File: src/rtl/calendar_date_stepper_macros.svh
// assertion macros for the calendar date stepper
// no dependencies; included by the top level only
`ifndef CALENDAR_DATE_STEPPER_MACROS_SVH
`define CALENDAR_DATE_STEPPER_MACROS_SVH

`ifndef SYNTH
// same-cycle implication, disabled in reset
`define CDS_ASSERT_NOW(label, clk, rst_n, ante, cons) \
    label: assert property (@(posedge clk) disable iff (!rst_n) (ante) |-> (cons)) \
        else $error("calendar_date_stepper assertion failed");
// next-cycle implication, disabled in reset
`define CDS_ASSERT_NEXT(label, clk, rst_n, ante, cons) \
    label: assert property (@(posedge clk) disable iff (!rst_n) (ante) |=> (cons)) \
        else $error("calendar_date_stepper assertion failed");
`else
`define CDS_ASSERT_NOW(label, clk, rst_n, ante, cons)
`define CDS_ASSERT_NEXT(label, clk, rst_n, ante, cons)
`endif

`endif

File: src/rtl/cds_pkg.sv
// shared types, constants and calendar functions for the date stepper
// no dependencies
package cds_pkg;

    localparam int COUNT_WIDTH = 16;
    localparam int YEAR_W      = 14;
    localparam int MONTH_W     = 4;
    localparam int DAY_W       = 5;

    localparam logic [YEAR_W-1:0]  YEAR_MAX     = YEAR_W'(9999);
    localparam logic [YEAR_W-1:0]  YEAR_MIN     = YEAR_W'(1);
    localparam logic [YEAR_W-1:0]  YEAR_RESET   = YEAR_W'(2023);
    localparam logic [YEAR_W-1:0]  YEAR_DEFAULT = YEAR_W'(2000);
    localparam logic [MONTH_W-1:0] MONTH_FIRST  = MONTH_W'(1);
    localparam logic [MONTH_W-1:0] MONTH_LAST   = MONTH_W'(12);
    localparam logic [DAY_W-1:0]   DAY_FIRST    = DAY_W'(1);
    localparam logic [DAY_W-1:0]   DAY_LAST_DEC = DAY_W'(31);

    // y / 100 = (y * 5243) >> 19, exact for every 14-bit year
    localparam int Q_W         = 8;
    localparam int LEAP_RECIP  = 5243;
    localparam int LEAP_SHIFT  = 19;
    localparam int PROD_W      = 27;
    localparam int CENTURY     = 100;

    localparam logic CMD_LOAD = 1'b0;
    localparam logic CMD_ADD  = 1'b1;

    typedef enum logic [2:0] {
        S_IDLE,
        S_LD_DIV,
        S_LD_CHK,
        S_STEP,
        S_RECALC1,
        S_RECALC2,
        S_DONE
    } t_state;

    typedef struct packed {
        logic latch_in;
        logic leap_in;
        logic leap_cur;
        logic commit_load;
        logic step;
        logic set_lim;
        logic leap_upd;
        logic emit;
    } t_dp_cmd;

    typedef struct packed {
        logic cnt_zero;
        logic at_bound;
        logic year_wrap;
        logic out_free;
    } t_dp_status;

    function automatic logic [DAY_W-1:0] month_len(input logic [MONTH_W-1:0] m,
                                                    input logic leap);
        logic [DAY_W-1:0] len;
        case (m)
            4'd4, 4'd6, 4'd9, 4'd11: len = DAY_W'(30);
            4'd2:                    len = leap ? DAY_W'(29) : DAY_W'(28);
            4'd1, 4'd3, 4'd5, 4'd7,
            4'd8, 4'd10, 4'd12:      len = DAY_W'(31);
            default:                 len = '0;
        endcase
        return len;
    endfunction

endpackage

File: src/rtl/calendar_date_stepper.sv
// top level of the gregorian date stepper: controller plus datapath
// depends on cds_pkg, cds_ctrl, cds_dp and calendar_date_stepper_macros.svh
//
//  channel | dir | handshake              | contents
//  --------+-----+------------------------+---------------------------------------
//  s       | in  | i_s_tvalid/o_s_tready  | one command word: load date or add days
//  m       | out | o_m_tvalid/i_m_tready  | one result word per command
//
// load: latch, divide by 100, check, emit, in that order from accept to result
// add: one day per cycle through the step logic, paused at each year boundary
//      crossed for the leap flag recompute (S_RECALC1, S_RECALC2)
// synchronous active-low reset; date comes up as 1/1/2023, no result pending
// a word is accepted only while idle; a held result does not block the next
// accept, only the emit of the following result
`include "calendar_date_stepper_macros.svh"

module calendar_date_stepper (
    input  logic        i_clk,
    input  logic        i_rst_n,
    input  logic        i_s_tvalid,
    output logic        o_s_tready,
    input  logic [39:0] i_s_tdata,   // day_in[4:0] month_in[8:5] year_in[22:9] day_count[38:23]
    input  logic        i_s_tuser,   // command
    output logic        o_m_tvalid,
    input  logic        i_m_tready,
    output logic [23:0] o_m_tdata,   // day_out[4:0] month_out[8:5] year_out[22:9]
    output logic [1:0]  o_m_tuser    // load_invalid[0] limit_hit[1]
);
    import cds_pkg::*;

    t_dp_cmd    cmd;
    t_dp_status status;

    logic [DAY_W-1:0]         day_out;
    logic [MONTH_W-1:0]       month_out;
    logic [YEAR_W-1:0]        year_out;
    logic                     load_invalid;
    logic                     limit_hit;
    logic signed [COUNT_WIDTH-1:0] day_count;

    assign day_count = i_s_tdata[23 +: COUNT_WIDTH];

    // sequencing: idle, load check, stepping loop, result hand-off
    cds_ctrl u_ctrl (
        .i_clk      (i_clk),
        .i_rst_n    (i_rst_n),
        .i_in_valid (i_s_tvalid),
        .i_in_cmd   (i_s_tuser),
        .o_in_ready (o_s_tready),
        .i_status   (status),
        .o_cmd      (cmd)
    );

    // date registers, day step logic, leap evaluator and result register
    cds_dp u_dp (
        .i_clk          (i_clk),
        .i_rst_n        (i_rst_n),
        .i_cmd          (cmd),
        .o_status       (status),
        .i_day_in       (i_s_tdata[4:0]),
        .i_month_in     (i_s_tdata[8:5]),
        .i_year_in      (i_s_tdata[22:9]),
        .i_day_count    (day_count),
        .i_out_ready    (i_m_tready),
        .o_out_valid    (o_m_tvalid),
        .o_day          (day_out),
        .o_month        (month_out),
        .o_year         (year_out),
        .o_load_invalid (load_invalid),
        .o_limit_hit    (limit_hit)
    );

    // pack the result word, top bit padded with zero
    assign o_m_tdata = {1'b0, year_out, month_out, day_out};
    assign o_m_tuser = {limit_hit, load_invalid};

    // block is busy right after taking a word
    `CDS_ASSERT_NEXT(a_busy_after_accept, i_clk, i_rst_n, i_s_tvalid && o_s_tready, !o_s_tready)

    // a rejected load always reports the default date
    `CDS_ASSERT_NOW(a_invalid_default, i_clk, i_rst_n, o_m_tvalid && o_m_tuser[0],
        (day_out == DAY_FIRST) && (month_out == MONTH_FIRST) && (year_out == YEAR_DEFAULT))

    // a limit stop leaves the date sitting on one of the two bounds
    `CDS_ASSERT_NOW(a_limit_at_bound, i_clk, i_rst_n, o_m_tvalid && o_m_tuser[1],
        ((day_out == DAY_LAST_DEC) && (month_out == MONTH_LAST) && (year_out == YEAR_MAX)) ||
        ((day_out == DAY_FIRST) && (month_out == MONTH_FIRST) && (year_out == YEAR_MIN)))

    // the two flags never come together
    `CDS_ASSERT_NOW(a_flags_exclusive, i_clk, i_rst_n, o_m_tvalid, !(o_m_tuser[0] && o_m_tuser[1]))

endmodule

File: src/rtl/cds_leap.sv
// two-stage leap year evaluator: registered quotient by 100, then residue check
// depends on cds_pkg
module cds_leap (
    input  logic                      i_clk,
    input  logic                      i_load,
    input  logic [cds_pkg::YEAR_W-1:0] i_year,
    output logic                      o_leap
);
    import cds_pkg::*;

    logic [YEAR_W-1:0] r_year;
    logic [Q_W-1:0]    r_q;
    logic [PROD_W-1:0] prod;
    logic [YEAR_W-1:0] rem;

    assign prod = PROD_W'(i_year) * PROD_W'(LEAP_RECIP);

    always_ff @(posedge i_clk) begin
        if (i_load) begin
            r_year <= i_year;
            r_q    <= prod[LEAP_SHIFT +: Q_W];
        end
    end

    // remainder by 100; divisible by 400 when also the quotient is a multiple of 4
    assign rem    = r_year - YEAR_W'(r_q * YEAR_W'(CENTURY));
    assign o_leap = ((r_year[1:0] == 2'b00) && (rem != '0)) ||
                    ((rem == '0) && (r_q[1:0] == 2'b00));

endmodule

File: src/rtl/cds_dp.sv
// datapath: operand latches, current date, day step logic and result register
// depends on cds_pkg and cds_leap
module cds_dp (
    input  logic                                i_clk,
    input  logic                                i_rst_n,
    input  cds_pkg::t_dp_cmd                    i_cmd,
    output cds_pkg::t_dp_status                 o_status,
    input  logic [cds_pkg::DAY_W-1:0]           i_day_in,
    input  logic [cds_pkg::MONTH_W-1:0]         i_month_in,
    input  logic [cds_pkg::YEAR_W-1:0]          i_year_in,
    input  logic signed [cds_pkg::COUNT_WIDTH-1:0] i_day_count,
    input  logic                                i_out_ready,
    output logic                                o_out_valid,
    output logic [cds_pkg::DAY_W-1:0]           o_day,
    output logic [cds_pkg::MONTH_W-1:0]         o_month,
    output logic [cds_pkg::YEAR_W-1:0]          o_year,
    output logic                                o_load_invalid,
    output logic                                o_limit_hit
);
    import cds_pkg::*;

    logic [DAY_W-1:0]       r_day_in;
    logic [MONTH_W-1:0]     r_month_in;
    logic [YEAR_W-1:0]      r_year_in;
    logic [COUNT_WIDTH-1:0] r_count;
    logic                   r_neg;
    logic [DAY_W-1:0]       r_day,   n_day;
    logic [MONTH_W-1:0]     r_month, n_month;
    logic [YEAR_W-1:0]      r_year,  n_year;
    logic                   r_leap;
    logic                   r_inv, r_lim;
    logic                   r_o_valid;
    logic [DAY_W-1:0]       r_o_day;
    logic [MONTH_W-1:0]     r_o_month;
    logic [YEAR_W-1:0]      r_o_year;
    logic                   r_o_inv, r_o_lim;

    logic [COUNT_WIDTH-1:0] raw, mag;
    logic [DAY_W-1:0]       cur_len, prev_len, in_len;
    logic [MONTH_W-1:0]     prev_month;
    logic                   in_leap, load_ok;
    logic [YEAR_W-1:0]      leap_year;

    assign raw = COUNT_WIDTH'(i_day_count);
    assign mag = raw[COUNT_WIDTH-1] ? COUNT_WIDTH'(~raw + 1'b1) : raw;

    assign leap_year = i_cmd.leap_cur ? r_year : r_year_in;

    cds_leap u_leap (
        .i_clk  (i_clk),
        .i_load (i_cmd.leap_in | i_cmd.leap_cur),
        .i_year (leap_year),
        .o_leap (in_leap)
    );

    assign in_len  = month_len(r_month_in, in_leap);
    assign load_ok = (r_year_in >= YEAR_MIN) && (r_year_in <= YEAR_MAX) &&
                     (r_month_in >= MONTH_FIRST) && (r_month_in <= MONTH_LAST) &&
                     (r_day_in >= DAY_FIRST) && (r_day_in <= in_len);

    assign cur_len    = month_len(r_month, r_leap);
    assign prev_month = r_month - 1'b1;
    assign prev_len   = month_len(prev_month, r_leap);

    // one day forward or backward
    always_comb begin
        n_day   = r_day;
        n_month = r_month;
        n_year  = r_year;
        if (!r_neg) begin
            if (r_day >= cur_len) begin
                n_day = DAY_FIRST;
                if (r_month >= MONTH_LAST) begin
                    n_month = MONTH_FIRST;
                    n_year  = r_year + 1'b1;
                end else begin
                    n_month = r_month + 1'b1;
                end
            end else begin
                n_day = r_day + 1'b1;
            end
        end else begin
            if (r_day > DAY_FIRST) begin
                n_day = r_day - 1'b1;
            end else if (r_month <= MONTH_FIRST) begin
                n_month = MONTH_LAST;
                n_year  = r_year - 1'b1;
                n_day   = DAY_LAST_DEC;
            end else begin
                n_month = prev_month;
                n_day   = prev_len;
            end
        end
    end

    assign o_status.cnt_zero  = (r_count == '0);
    assign o_status.at_bound  = r_neg ?
        ((r_year <= YEAR_MIN) && (r_month == MONTH_FIRST) && (r_day <= DAY_FIRST)) :
        ((r_year >= YEAR_MAX) && (r_month == MONTH_LAST) && (r_day >= DAY_LAST_DEC));
    assign o_status.year_wrap = r_neg ?
        ((r_day <= DAY_FIRST) && (r_month <= MONTH_FIRST)) :
        ((r_day >= cur_len) && (r_month >= MONTH_LAST));
    assign o_status.out_free  = !r_o_valid || i_out_ready;

    always_ff @(posedge i_clk) begin
        if (i_cmd.latch_in) begin
            r_day_in   <= i_day_in;
            r_month_in <= i_month_in;
            r_year_in  <= i_year_in;
            r_neg      <= raw[COUNT_WIDTH-1];
            r_count    <= mag;
        end else if (i_cmd.step) begin
            r_count    <= r_count - 1'b1;
        end
    end

    always_ff @(posedge i_clk) begin
        if (!i_rst_n) begin
            r_day   <= DAY_FIRST;
            r_month <= MONTH_FIRST;
            r_year  <= YEAR_RESET;
            r_leap  <= 1'b0;
            r_inv   <= 1'b0;
            r_lim   <= 1'b0;
        end else begin
            if (i_cmd.latch_in) begin
                r_inv <= 1'b0;
                r_lim <= 1'b0;
            end
            if (i_cmd.commit_load) begin
                if (load_ok) begin
                    r_day   <= r_day_in;
                    r_month <= r_month_in;
                    r_year  <= r_year_in;
                    r_leap  <= in_leap;
                end else begin
                    r_day   <= DAY_FIRST;
                    r_month <= MONTH_FIRST;
                    r_year  <= YEAR_DEFAULT;
                    r_leap  <= 1'b1;
                    r_inv   <= 1'b1;
                end
            end
            if (i_cmd.step) begin
                r_day   <= n_day;
                r_month <= n_month;
                r_year  <= n_year;
            end
            if (i_cmd.set_lim) begin
                r_lim <= 1'b1;
            end
            if (i_cmd.leap_upd) begin
                r_leap <= in_leap;
            end
        end
    end

    // result register
    always_ff @(posedge i_clk) begin
        if (!i_rst_n) begin
            r_o_valid <= 1'b0;
        end else if (i_cmd.emit) begin
            r_o_valid <= 1'b1;
        end else if (i_out_ready) begin
            r_o_valid <= 1'b0;
        end
    end

    always_ff @(posedge i_clk) begin
        if (i_cmd.emit) begin
            r_o_day   <= r_day;
            r_o_month <= r_month;
            r_o_year  <= r_year;
            r_o_inv   <= r_inv;
            r_o_lim   <= r_lim;
        end
    end

    assign o_out_valid    = r_o_valid;
    assign o_day          = r_o_day;
    assign o_month        = r_o_month;
    assign o_year         = r_o_year;
    assign o_load_invalid = r_o_inv;
    assign o_limit_hit    = r_o_lim;

endmodule

File: src/rtl/cds_ctrl.sv
// controller state machine: sequences load checks, day steps and leap updates
// depends on cds_pkg
module cds_ctrl (
    input  logic                i_clk,
    input  logic                i_rst_n,
    input  logic                i_in_valid,
    input  logic                i_in_cmd,
    output logic                o_in_ready,
    input  cds_pkg::t_dp_status i_status,
    output cds_pkg::t_dp_cmd    o_cmd
);
    import cds_pkg::*;

    t_state r_state, n_state;

    always_ff @(posedge i_clk) begin
        if (!i_rst_n) begin
            r_state <= S_IDLE;
        end else begin
            r_state <= n_state;
        end
    end

    always_comb begin
        n_state = r_state;
        case (r_state)
            S_IDLE: begin
                if (i_in_valid) begin
                    n_state = (i_in_cmd == CMD_LOAD) ? S_LD_DIV : S_STEP;
                end
            end
            S_LD_DIV:  n_state = S_LD_CHK;
            S_LD_CHK:  n_state = S_DONE;
            S_STEP: begin
                if (i_status.cnt_zero || i_status.at_bound) begin
                    n_state = S_DONE;
                end else if (i_status.year_wrap) begin
                    n_state = S_RECALC1;
                end
            end
            S_RECALC1: n_state = S_RECALC2;
            S_RECALC2: n_state = S_STEP;
            S_DONE: begin
                if (i_status.out_free) begin
                    n_state = S_IDLE;
                end
            end
            default:   n_state = S_IDLE;
        endcase
    end

    always_comb begin
        o_in_ready        = (r_state == S_IDLE);
        o_cmd             = '0;
        o_cmd.latch_in    = (r_state == S_IDLE) && i_in_valid;
        o_cmd.leap_in     = (r_state == S_LD_DIV);
        o_cmd.commit_load = (r_state == S_LD_CHK);
        o_cmd.step        = (r_state == S_STEP) && !i_status.cnt_zero && !i_status.at_bound;
        o_cmd.set_lim     = (r_state == S_STEP) && !i_status.cnt_zero && i_status.at_bound;
        o_cmd.leap_cur    = (r_state == S_RECALC1);
        o_cmd.leap_upd    = (r_state == S_RECALC2);
        o_cmd.emit        = (r_state == S_DONE) && i_status.out_free;
    end

endmodule

File: config.mk
export PLATFORM = sky130hd
export DESIGN_NAME = calendar_date_stepper
export DESIGN_NICKNAME = d
export VERILOG_FILES = /design/src/rtl/cds_pkg.sv /design/src/rtl/calendar_date_stepper.sv /design/src/rtl/cds_leap.sv /design/src/rtl/cds_dp.sv /design/src/rtl/cds_ctrl.sv
export VERILOG_INCLUDE_DIRS = /design/src /design/src/rtl
export SDC_FILE = /design/constraint.sdc
export NUM_CORES = 1
export LEC_CHECK = 0
export BUFFER_PORTS_ARGS = -buffer_cell sky130_fd_sc_hd__buf_4
export CAP_MARGIN = 20
export CORE_UTILIZATION = 35
export DETAILED_ROUTE_END_ITERATION = 10
export GPL_ROUTABILITY_DRIVEN = 0
export PLACE_DENSITY = 0.5
export SETUP_SLACK_MARGIN = 0.5
export SYNTH_ARGS = -nofsm -noshare
export SYNTH_HDL_FRONTEND = slang
export SYNTH_SLANG_ARGS = --single-unit
File: constraint.sdc
create_clock -name i_clk -period 10.3 [get_ports i_clk]
set_clock_uncertainty 0.2 [all_clocks]
set_input_delay 0 -clock i_clk [delete_from_list [all_inputs] [get_ports i_clk]]
set_output_delay 0 -clock i_clk [all_outputs]
set_load 0.03 [all_outputs]
==> impl_metrics.tcl, run 1 <==
set metrics [dict create \
    status "complete, no violations" \
    crit_fanout 14 \
    ys_seq_area_frac 0.296 \
    synth_compound_area_frac 0.139 \
    layout_common_cells "ha_1 (158), inv_1 (157), edfxtp_1 (87)" \
    grt_max_degree 35 \
    tns_ns 0 \
    post_drt_wl_per_cell_um 16.2 \
    antennaDiodeCount 0 \
    met2_length_um 11600 \
    grt_setup_unrepaired "false" \
    ys.warnings.count 0 \
    cts_root_buffer "clkbuf_16" \
    die_y_um 178 \
    wl_met1_um 13400 \
    grt_pass1_vias 8199 \
    drt_wl_total_um 26300 \
    async_reset_ff_frac 0 \
    postSynthAreaPerCell_um2 9.79 \
    via_per_inst 5.07 \
    grt_overflow 0 \
    r2r_cells 23 \
    syn_inst 1108 \
    grt_pass1_wl_um 43100 \
    io_pins 73 \
    synth_top_area_share 0.241 \
    detailroute.via_count 8230 \
    grt_usage 0.175 \
    synth-seq-cells 117 \
    nFillCells 2941 \
    drive_gt1_frac 0.0994 \
    max_freq_ghz 0.141 \
    maxSlewViolCount 0 \
    layout_commonest_cell "ha_1" \
    synth-simple-area-share 0.127 \
    antenna_found_initial 0 \
    synth_top_family_by_area "adder cells" \
    clkSinkCount 117 \
    dp_hpwl_um 20700 \
    finalCritPeriodShare 0.688 \
    clk_path_buf_depth 2 \
    hold_path.class "input port to flop" \
    port_buffers 70 \
    syn_nets 1377 \
    hold_viol_final 0 \
    die-area_mm2 0.0317 \
    met3_length_um 1050 \
    synth_xor_area_frac 0.0404 \
    min_path_cells 2 \
    finalSetupViolations 0 \
    setup.worst_path.class "flop to flop" \
    clkTransAtPathRegs_ns 0.06 \
    cap_violations 0 \
    clock_latency_ns 0.42 \
    drc 0 \
    netlist_area_mm2 0.0108 \
    cts_tree "done" \
    drtIter0Drc 528 \
    top_layer_used "met4" \
    worst_pin_slew_ns 1.01 \
    core-area_mm2 0.0305 \
    cp_data_required_time_ns 10.26 \
    netlist_top_cells_area "edfxtp_1 (24%), ha_1 (18%), fa_1 (12%)" \
    cp-end-kind "flop" \
    rows 64 \
    drt_first_pass_iters 5 \
    synth_edf_count 87 \
    synth_fa_ha_area_frac 0.304 \
    area_growth_pct 18.9 \
    postCtsSetupRepairBufs 0 \
    ant_nets 0 \
    post-route-min-period_ns 7.09 \
    synth_mux_area_frac 0.0186 \
    synth_cell_types 73 \
    worstPathArrival_ns 7.05 \
    start_util 0.356 \
    yosys.area.top_type "edfxtp_1" \
    htree_levels 4 \
    numCtsBuffers 17 \
    synthFlopType "edfxtp_1" \
    dieWidth_um 178 \
    nNetsFinal 1483 \
    cts_resized 0 \
    slew_headroom 0.326 \
    crit_path_start_kind "flop" \
]
-- state kept, by name, summed over array words and instances (netlist names), 5 cells and up --
register            count
u_dp.r_count           16
u_dp.o_year            14
u_dp.r_year            14
u_dp.r_year_in         14
u_dp.u_leap.r_year     14
u_dp.u_leap.r_q         8
u_dp.o_day              5
u_dp.r_day              5
u_dp.r_day_in           5
-- synthesized netlist by cell type, drive strengths merged, types with 7 or more instances --
cell type / count
ha: 158
inv: 157
edfxtp: 87
nor2: 67
fa: 66
nand2: 65
a21oi: 59
o21ai: 49
nor3: 32
dfxtp: 30
xnor2: 26
xor2: 24
clkbuf: 23
mux2i: 19
buf: 16
a31oi: 15
nand3: 15
nor2b: 15
a211oi: 12
nand2b: 12
and3: 11
nor4: 11
o31ai: 10
a21o: 9
o22ai: 9
or4: 8
nand3b: 7
nand4: 7
-- area by class of cell --
type,instances,area [µm²],share of cell area
clock buffer,27,568,0.0440
clock inverter,5,104,0.00805
inverter,157,589,0.0457
multi-input combinational,795,6840,0.530
sequential,117,3210,0.249
tap,396,495,0.0384
timing repair buffer,126,1090,0.0842
-- metrics by stage --
step	instance area [µm²]	hold WS [ns]	util	instances	setup WS, ns
finish	12900	0.0965	0.423	1623	3.21
global route	12900	0.0955	0.423	1623	2.61
CTS	12900	0.0785	0.422	1622	3.10
detailed placement	11700	-0.0207	0.384	1542	3.18
global placement	11700	-0.0194	0.384	1542	3.13
floorplan	10800	-0.101	-	1108	3.60
-- cells by family after synthesis --
group,Yosys count
other,1
AO/OA/AOI/OAI,229
buffers and inverters,196
adder cells (fa/ha/maj),224
XOR/XNOR,50
AND/OR/NAND/NOR,271
multiplexers,20
flip-flops,117
-- repair_timing --
action                                  CTS  global route
hold buffers                             48             0
endpoints found under the setup margin    0             0
endpoints found under the hold margin    64             0
-- routing by layer --
metal  global-route usage  up-vias
met5                    0        -
met4               0.0353        0
met3               0.0249       15
met2                0.273      178
met1                0.255     3895
li1                     -     4142
-- worst max-delay path, cell delays in order, from the launching register on --
cell	delay (ns)
dfxtp_1	0.52
nand2_1	0.21
nor2_1	0.16
buf_4	0.28
mux2i_1	0.38
inv_1	0.26
ha_1	0.37
inv_1	0.06
fa_1	0.51
inv_1	0.06
fa_1	0.50
inv_1	0.05
fa_1	0.47
fa_1	0.56
inv_1	0.04
ha_1	0.30
a2111oi_0	0.40
o21ai_0	0.13
o21ai_0	0.41
a31oi_1	0.24
o2111ai_1	0.30
a31oi_1	0.15
a21oi_1	0.20
xnor2_1	0.08
-- worst paths after layout --
kind                     startpoint                 end  slack [ns]
hold reg to reg          u_dp.r_lim    u_dp.o_limit_hit        0.24
setup / recovery  u_ctrl.r_state[2]  u_dp.u_leap.r_q[7]        3.21
setup reg to reg  u_ctrl.r_state[2]  u_dp.u_leap.r_q[7]        3.21
hold / removal         i_s_tdata[7]  u_dp.r_month_in[2]         0.1
Power of run 1 is not shown: default switching activity piles up to over one toggle a cycle in this logic, so the estimate is an artifact.
==> inputs of run 2 (changes only) <==
- ABC_AREA: default -> 1
- PLACE_DENSITY: 0.5 -> 0.52
- clock period: 10.3 -> 6.15 ns (I/O delays scaled with it)
==> run 2 against run 1 <==
  * Core utilization is 1.6 points higher
  * First-iteration DRC count fell by 7.8%
  * Non-clock buffer count grew 25
  * Worst setup slack worse by 2.5 ns
  * Register-to-register slack got worse by 2.5 ns
  * Cell area grew 8.5%
  * Die area grew 5.8%
  * Area after synthesis is 5.9% higher
  * Critical path type unchanged
  * Critical endpoint is now u_dp.u_leap.r_q[6]
  * Largest cell class unchanged
  * Highest routed layer unchanged
==> impl_metrics.tcl, run 2 <==
set metrics [dict create \
    clkSinkCount 117 \
    drtIter0Drc 487 \
    setup.worst_path.class "flop to flop" \
    cts_root_buffer "clkbuf_16" \
    post-route-min-period_ns 5.41 \
    core-area_mm2 0.0319 \
    met1_usage 0.258 \
    maxSlewViolCount 0 \
    layout_commonest_cell "nand2_1" \
    synth-seq-cells 117 \
    netlist_top_cells_area "edfxtp_1 (23%), ha_1 (17%), fa_1 (12%)" \
    slew_headroom 0.501 \
    cts_tree "done" \
    htree_levels 4 \
    io_pins 73 \
    dieWidth_um 183 \
    worst_pin_slew_ns 0.746 \
    postSynthAreaPerCell_um2 8.14 \
    start_util 0.360 \
    ys.warnings.count 0 \
    grt_max_degree 43 \
    port_buffers 70 \
    nNetsFinal 1819 \
    grt_overflow 0 \
    utilization 0.439 \
    clk_path_buf_depth 2 \
    ys_seq_area_frac 0.280 \
    cp_data_required_time_ns 6.12 \
    die-area_mm2 0.0335 \
    antenna_found_initial 0 \
    drt_first_pass_iters 5 \
    dp_hpwl_um 22400 \
    instances_no_fill 1998 \
    gr-max-usage-layer "met2" \
    yosys.area.top_type "edfxtp_1" \
    post_drt_wl_per_cell_um 14.0 \
    worstPathArrival_ns 5.38 \
    crit_fanout 21 \
    max_freq_ghz 0.185 \
    cap_violations 0 \
    rows 65 \
    nFillCells 3202 \
    drt_wl_total_um 28000 \
    via_per_inst 4.72 \
    drive_gt1_frac 0.136 \
    yosysMostFrequentCell "nand2_1" \
    dp_cells 1904 \
    top_register "u_dp.r_count" \
    cp-end-kind "flop" \
    min_path_cells 2 \
    crit_path_start_kind "flop" \
    die_y_um 183 \
    hold_path.class "input port to flop" \
    tns_ns 0 \
    synthFlopType "edfxtp_1" \
    syn_inst 1410 \
    syn_nets 1679 \
    grt_pass1_wl_um 46600 \
    r2r_cells 20 \
    area_growth_pct 21.9 \
    layout_common_cells "nand2_1 (273), inv_1 (238), ha_1 (149)" \
    finalCritPeriodShare 0.880 \
    synth_edf_count 87 \
    synth_cell_types 48 \
    clock_latency_ns 0.42 \
    ant_nets 0 \
    holdWs_ns 0.0898 \
    synth_top_area_share 0.228 \
    grt_setup_unrepaired "true" \
    drc 0 \
    grt_pass1_vias 9266 \
    numCtsBuffers 17 \
    use_met2 0.269 \
    clkTransAtPathRegs_ns 0.06 \
    netlist_area_mm2 0.0115 \
    detailroute.via_count 9435 \
    async_reset_ff_frac 0 \
    finalSetupViolations 0 \
    ys_top_cells_by_count "nand2_1 (275), inv_1 (245), ha_1 (158)" \
    grt_usage 0.176 \
    hold_viol_final 0 \
    grt_use_met3 0.0258 \
    largest_reg_flops 16 \
    antennaDiodeCount 0 \
    status "complete, no violations" \
]
==> run 2: layer usage <==
| layer | part of all wire | vias up |
|---|---|---|
| met3 | 0.032 | 27 |
| met5 | 0 | - |
| met4 | 0.014 | 0 |
| met2 | 0.43 | 160 |
| li1 | - | 4885 |
| met1 | 0.52 | 4363 |
==> run 2: logic make-up after synthesis <==
group,synth area share
AND/OR/NAND/NOR,0.208
adder cells (fa/ha/maj),0.287
AO/OA/AOI/OAI,0.0921
buffers and inverters,0.0990
XOR/XNOR,0.0336
other,0.000327
flip-flops,0.280
==> run 2: timing repair <==
action / CTS / global route
pin swaps: 0 / 10
resized for setup: 10 / 45
setup buffers: 0 / 8
hold buffers: 53 / 0
setup endpoints to repair: 23 / 33
endpoints found under the hold margin: 59 / 0
==> run 2: critical path: stages, from the launching register on <==
cell and delay (ns):
dfxtp_1 0.31, nor2_2 0.14, nand2_2 0.09, buf_8 0.16
o21ai_1 0.13, buf_4 0.15, clkinvlp_4 0.17, buf_4 0.20
fa_1 0.48, ha_1 0.31, fa_1 0.47, fa_1 0.52
fa_1 0.50, ha_1 0.34, a21oi_1 0.18, o21ai_0 0.11
a21oi_1 0.17, nand3_2 0.18, nand2_1 0.10, nand3_1 0.08
xor2_1 0.14
==> run 2: worst paths after layout <==
kind / end / startpoint / slack (ns)
setup / recovery: u_dp.u_leap.r_q[6] / u_ctrl.r_state[0] / 0.74
hold reg to reg: u_dp.o_load_invalid / u_dp.r_inv / 0.24
hold / removal: u_dp.r_day_in[0] / i_s_tdata[0] / 0.09
setup reg to reg: u_dp.u_leap.r_q[6] / u_ctrl.r_state[0] / 0.74
==> run 2: metrics by stage <==
stage	instance area [µm²]	setup WS (ns)
finish	14000	0.740
global route	14000	0.484
CTS	13700	0.502
detailed placement	12500	0.387
global placement	12500	0.395
floorplan	11500	0.696
==> run 2: final cells by class <==
| cell class | count | area [µm²] | share of cell area |
|---|---|---|---|
| multi-input cells | 1007 | 7370 | 0.527 |
| flip-flops and latches | 117 | 3210 | 0.230 |
| repair buffers | 151 | 1290 | 0.0924 |
| inverters | 256 | 967 | 0.0691 |
| well taps | 435 | 544 | 0.0389 |
| clock buffers | 18 | 439 | 0.0314 |
| clock inverters | 14 | 165 | 0.0118 |
Power of run 2 is left out for the same reason.
